**src/hw/rtl/vau_pkg.sv**
```systemverilog
// Shared types, opcodes and status codes for the three-component vector ALU.
// No dependencies; every other file of the block uses this package.
`timescale 1ns / 1ps
package vau_pkg;

    localparam int FRAC_BITS_DEF = 16;
    localparam int DW            = 32;

    localparam logic [2:0] OP_ADD   = 3'd0;
    localparam logic [2:0] OP_SUB   = 3'd1;
    localparam logic [2:0] OP_SCALE = 3'd2;
    localparam logic [2:0] OP_DIV   = 3'd3;
    localparam logic [2:0] OP_CROSS = 3'd4;
    localparam logic [2:0] OP_DOT   = 3'd5;
    localparam logic [2:0] OP_LEN   = 3'd6;
    localparam logic [2:0] OP_UNIT  = 3'd7;

    localparam logic [1:0] ST_OK   = 2'd0;
    localparam logic [1:0] ST_SAT  = 2'd1;
    localparam logic [1:0] ST_DIVZ = 2'd2;

    localparam logic [DW-1:0] POS_MAX = 32'h7fff_ffff;
    localparam logic [DW-1:0] NEG_MIN = 32'h8000_0000;

    typedef struct packed {
        logic [2:0]          operation;
        logic signed [31:0]  a_x;
        logic signed [31:0]  a_y;
        logic signed [31:0]  a_z;
        logic signed [31:0]  b_x;
        logic signed [31:0]  b_y;
        logic signed [31:0]  b_z;
        logic signed [31:0]  scalar_in;
    } t_in_beat;

    typedef struct packed {
        logic signed [31:0]  res_x;
        logic signed [31:0]  res_y;
        logic signed [31:0]  res_z;
        logic signed [31:0]  res_scalar;
        logic [1:0]          status;
    } t_out_beat;

    // operands of one lane: p1 = x1*y1, p2 = x2*y2, plus the add/sub pair
    typedef struct packed {
        logic [DW-1:0] x1;
        logic [DW-1:0] y1;
        logic [DW-1:0] x2;
        logic [DW-1:0] y2;
        logic [DW-1:0] a;
        logic [DW-1:0] b;
        logic          sub;
        logic          is_as;
    } t_lane_op;

    typedef struct packed {
        logic [2:0]         op;
        logic [2:0][DW-1:0] a;
        logic [DW-1:0]      s;
    } t_ctl;

    typedef struct packed {
        logic [2:0]         op;
        logic [2:0][DW-1:0] a;
        logic [DW-1:0]      s;
        logic [2:0][DW-1:0] v;
        logic               vsat;
        logic [DW-1:0]      dot;
        logic               dsat;
    } t_mid;

    typedef struct packed {
        t_mid          m;
        logic [DW-1:0] len;
    } t_fin;

endpackage

```
**src/hw/rtl/vau_sqrt.sv**
```systemverilog
// Pipelined restoring square root of a 64-bit sum, one result bit per stage,
// rounded to nearest in a final stage. Uses vau_pkg.
`timescale 1ns / 1ps
module vau_sqrt (
    input  logic                    i_clk,
    input  logic                    i_en,
    input  logic [63:0]             i_x,
    output logic [vau_pkg::DW-1:0]  o_len
);
    import vau_pkg::*;

    localparam int ITERS = 32;

    logic [32:0]   r_rem  [ITERS];
    logic [31:0]   r_root [ITERS];
    logic [63:0]   r_x    [ITERS-1];
    logic [DW-1:0] r_len;

    for (genvar k = 0; k < ITERS; k++) begin : g_stage
        logic [32:0] rem_in;
        logic [31:0] root_in;
        logic [63:0] x_in;
        logic [34:0] t, trial;
        logic        ge;

        if (k == 0) begin : g_first
            assign rem_in  = '0;
            assign root_in = '0;
            assign x_in    = i_x;
        end else begin : g_next
            assign rem_in  = r_rem[k-1];
            assign root_in = r_root[k-1];
            assign x_in    = r_x[k-1];
        end

        assign t     = {rem_in, x_in[63:62]};
        assign trial = {1'b0, root_in, 2'b01};
        assign ge    = t >= trial;

        always_ff @(posedge i_clk) begin
            if (i_en) begin
                r_rem[k]  <= ge ? 33'(t - trial) : t[32:0];
                r_root[k] <= {root_in[30:0], ge};
            end
        end

        if (k < ITERS - 1) begin : g_shift
            always_ff @(posedge i_clk) begin
                if (i_en) r_x[k] <= {x_in[61:0], 2'b00};
            end
        end
    end

    // round up when the remainder exceeds the floor root
    always_ff @(posedge i_clk) begin
        if (i_en) begin
            r_len <= r_root[ITERS-1]
                   + DW'(r_rem[ITERS-1] > {1'b0, r_root[ITERS-1]});
        end
    end

    assign o_len = r_len;

endmodule

```
**config.mk**
```make
export PLATFORM = sky130hd
export DESIGN_NAME = vau_sqrt
export DESIGN_NICKNAME = d
export VERILOG_FILES = /design/src/hw/rtl/vau_pkg.sv /design/src/hw/rtl/vau_sqrt.sv
export SDC_FILE = /design/constraint.sdc
export NUM_CORES = 2
export LEC_CHECK = 0
export BUFFER_PORTS_ARGS = -buffer_cell sky130_fd_sc_hd__buf_2
export CORE_ASPECT_RATIO = 1.1
export CORE_MARGIN = 4
export CORE_UTILIZATION = 50
export CTS_BUF_LIST = sky130_fd_sc_hd__clkbuf_8
export CTS_CLUSTER_DIAMETER = 100
export DETAILED_ROUTE_END_ITERATION = 12
export GPL_ROUTABILITY_DRIVEN = 0
export PLACE_DENSITY_LB_ADDON = 0.05
export REMOVE_ABC_BUFFERS = 1
export SLEW_MARGIN = 10
export SYNTH_ARGS = -nofsm -noshare
export SYNTH_HDL_FRONTEND = slang
export SYNTH_SLANG_ARGS = --single-unit
```
**constraint.sdc**
```tcl
create_clock -name i_clk -period 7.1 [get_ports i_clk]
set_input_delay 0.71 -clock i_clk [delete_from_list [all_inputs] [get_ports i_clk]]
set_output_delay 0.71 -clock i_clk [all_outputs]
set_load 0.02 [all_outputs]
```
-- After elaboration in Yosys (flattened, before gate mapping)
Memory sizes are Yosys's and may differ from the RTL's.
Cells that the tools add are included.
- add/sub/neg operators: 33
- $lt $le $gt $ge: 33
- muxes and demuxes: 34
- operator list (kind ; number):
    $ge A35 B34 Y1 ; 31
    $mux W33 ; 32
    $sub A33 B33 Y33 ; 31
    $gt A33 B32 Y1 ; 1
    $add A32 B1 Y32 ; 1
    $sub A2 B1 Y3 const B ; 1
    $ge A2 B1 Y1 const B ; 1
    $mux W1 ; 2
- bits in registers: 32
- RAM bits: 4002
- bits of input ports: 66
- output and inout bits: 32
- memories kept: 3
- memories (name ; depth ; width ; rd ports ; clocked after memory_dff ; wr ports ; line ; source):
    r_x ; 31 ; 62 ; 31 ; 0 ; 31 ; vau_sqrt.sv:16 ; logic [63:0] r_x [ITERS-1];
    r_rem ; 32 ; 33 ; 32 ; 0 ; 32 ; vau_sqrt.sv:14 ; logic [32:0] r_rem [ITERS];
    r_root ; 32 ; 32 ; 32 ; 0 ; 32 ; vau_sqrt.sv:15 ; logic [31:0] r_root [ITERS];

-- Logic depth before layout (Yosys ltp)
An unclocked memory read counts as a cell.
- word-level depth: 3
- depth in mapped cells: 20
- mapped depth without buffers: 20

-- Least setup slack after synthesis
OpenSTA, ideal clock, no wires.
- path type: register to register
- start: memory r_rem[30][6]
- end: memory r_rem[31][16] (data pin)
- setup time: 0.260 ns
- data arrival time: 3.378 ns
- data required time: 6.840 ns
- slack: 3.462 ns
- cell stages (with the launch flop): 13
- path buffers: 2
- path through: edfxtp_1 -> ha_1 -> a211oi_1 -> o21bai_1 -> o22ai_1 -> a211oi_1 -> a31oi_1 -> a21oi_1 -> a221oi_1 -> o21ba_2 -> clkbuf_1 -> clkbuf_1 -> mux2_2
- RTL lines (what ; line):
    from (decl) ; vau_sqrt.sv:14

==> metrics.csv <==
stage;metric;value;unit
pwr;peak supply drop;0.206;mV
floorplanning;Std-Cell Rows;188;
yosys;ys flop type;edfxtp_1;
detailed_routing;final WL;245000;um
worst_setup_path;Setup CP Type;register to register;
yosys;number of synthesized flops with an enable pin;2560;
floorplanning;Core Region;239000;sq um
flow_run;max cap viols;0;
cells_and_area;most frequent cells in the layout;edfxtp_1 (2560), inv_1 (866), nand2_1 (679);
sta;setup TNS;0;ns
yosys;Async SR Flop Fraction;0;%
detailed_routing;post-route ant nets;0;
yosys;Cell variety after synth;89;
yosys;synthesized netlist cell count;9408;
detailed_routing;drt drc;0;
global_route;first-pass GRT wire length;391000;um
detailed_routing;initial DRC count;4884;
sta;Highest Clock Rate;0.204;GHz
yosys;Synth Cell Area;120000;sq um
sta;worst rel slew slack;22.1;%
cells_and_area;Area Overhead vs Synth;10.6;%
cells_and_area;Multi-input gate area;39900;sq um
run_status;outcome;completed;
detailed_routing;vias per inst;5.46;
floorplanning;die footprint;248000;sq um
worst_setup_path;Setup crit end kind;register;
cells_and_area;fin util;55.7;%
detailed_routing;Pre-Repair DR Iteration Count;6;
yosys;warnings from Yosys;0;
hold_path;worst hold path class;input pin to register;
clocking;Longest Clk Path Bufs;4;
clocking;CTS tree;yes;
global_route;antenna violations before repair;4;
sta;RSZ-0062 raised after global routing;false;
floorplanning;die height;522;um
floorplanning;Die Width;476;um
global_route;vias in the first global route;73100;
yosys;Avg Cell Area, Syn;12.8;sq um
placement;dpl hpwl;175000;um
sta;actual slew at the worst max-slew pin;1.17;ns
sta;final setup skew;0.0781;ns
detailed_routing;Routed WL per cell;18.4;um
global_route;largest net degree at the start of global routing;196;
yosys;Yosys reg bits;2560;
cells_and_area;fill cell count;19800;
sta;min Tclk post-route;4.91;ns
detailed_routing;DR vias;72800;
floorplanning;starting density of the core;50.3;%
worst_setup_path;worst-path maximum fanout;48;
placement;Port Buf Inserts;97;
pwr;Leakage;51.5;nW
worst_setup_path;Worst EP arrival;5.65;ns
sta;final worst slack;2.19;ns
clocking;clock root buffer;clkbuf_8;
global_route;grt total ovfl;0;
cells_and_area;FF+latch area;76900;sq um
sta;final hold violations;0;
worst_setup_path;startpoint types;register;
clocking;Worst-path clk slew;0.06;ns
clocking;clk_lat worst skew;1.02;ns
placement;Post-Place Worst Slack;2.16;ns
sta;Slew Limit Fails;0;
cells_and_area;Final Net Count;10500;
clocking;total CTS buffers;425;
worst_setup_path;Required @ worst endpoint;7.84;ns
sta;count of final setup violators;0;
yosys;register area share after synthesis;63.9;%
cells_and_area;commonest non-fill, non-tap cell in the layout;edfxtp_1;
sta;Final Cycle Share;69.2;%
clocking;Clock Sinks;2560;
clocking;post-CTS sizing;0;
global_route;All-Layer GR Usage;19.6;%
floorplanning;I/O pin count;98;
cells_and_area;share of layout cells above drive strength 1;8.39;%
pwr;PwrDens;314;nW/um^2
clocking;# Post-CTS Setup Buffers;0;
clocking;number of H-tree levels;5;
==> area by class of cell <==
cell class                 count  area share (%)
sequential                  2560            57.8
multi-input combinational   5897            30.0
clock buffer                 427            4.42
tap                         3135            2.95
inverter                     766            2.16
clock inverter               319            1.36
timing repair buffer         226            1.32
antenna                        5         0.00941
==> Yosys cell counts (101+ instances only) <==
cell | number | area [sq um]
a21oi_1 | 542 | 2710
xor2_1 | 413 | 3620
clkbuf_1 | 162 | 608
nor4_1 | 101 | 632
nand2_1 | 679 | 2550
o21ai_0 | 528 | 2640
o21a_1 | 103 | 773
edfxtp_1 | 2560 | 76900
nand4_1 | 113 | 707
a21o_1 | 265 | 1990
nand3_1 | 155 | 776
xnor2_1 | 440 | 3850
ha_1 | 597 | 7470
inv_1 | 762 | 2860
nand2b_1 | 121 | 757
nor3_1 | 237 | 1190
nor2_1 | 577 | 2170
==> power by group <==
| group | total [mW] | internal [mW] | leakage, nW | switching, mW |
|---|---|---|---|---|
| Combinational | 9.29 | 3.91 | 22.5 | 5.38 |
| Sequential | 20.6 | 19.3 | 24.6 | 1.31 |
| Clock | 11.9 | 6.15 | 4.34 | 5.79 |
==> worst paths after layout <==
kind,end,depth (start not counted),slack (ns),from
worst min-delay path,r_x[0][39],1,0.22,i_en
worst max-delay path,r_rem[29][19],11,2.19,r_rem[28][0]
worst max register to register,r_rem[29][19],11,2.19,r_rem[28][0]
worst min register to register,r_x[11][121],0,0.39,r_x[11][57]
==> through the flow <==
| stage | hold slack (ns) | cells | total power [mW] | instance area, sq um |
|---|---|---|---|---|
| 4_1_cts | 0.159 | 13300 | 42.4 | 133000 |
| 3_5_place_dp | 0.405 | 12500 | 30.1 | 125000 |
| 5_1_grt | 0.192 | 13300 | 44.4 | 133000 |
| 2_1_floorplan | 0.400 | 9223 | 27.2 | 120000 |
| 6_report | 0.225 | 13300 | 41.8 | 133000 |
| 3_3_place_gp | 0.400 | 12500 | 29.9 | 125000 |
==> registers in the layout, summed over array words and instances, names as in the netlist <==
name,cells
r_rem,1008
o_len,32
r_root,528
r_x,992
==> worst max-delay path: stages, from the launching register on <==
cell	delay, ns
edfxtp_1	0.39
ha_1	0.36
o21a_1	0.16
nor4_2	0.24
o311ai_1	0.23
a2111oi_0	0.93
o31ai_1	0.31
a31oi_1	0.40
a31oi_1	0.23
nor3b_4	0.49
buf_4	0.50
mux2_2	0.39
==> layer usage <==
metal	vias to the layer above	track usage (%)	wire length, um
met2	1627	34.4	124000
met4	4	7.40	8980
met1	34900	24.3	102000
li1	35700	-	-
met5	-	0	27
met3	540	3.04	10100
==> cells by family (layout without fill, tap and decap cells) <==
| logic type | count (synthesis) | after routing | synth area share [%] |
|---|---|---|---|
| DFF | 2560 | 2560 | 63.9 |
| muxes | 101 | 101 | 0.926 |
| xor gates and xnor gates | 853 | 853 | 6.21 |
| other | 1 | 6 | 0.00312 |
| buffers and inverters | 951 | 1738 | 2.98 |
| AOI/OAI and AO/OA | 1903 | 1903 | 9.80 |
| and+or+nand+nor | 2442 | 2442 | 9.96 |
| adders and majority gates | 597 | 597 | 6.21 |
==> timing repair <==
item	4_1_cts	5_1_grt
hold buffers	65	0
hold endpoints to repair	65	0
setup endpoints to repair	0	0
(Power assumes the default switching activity.)
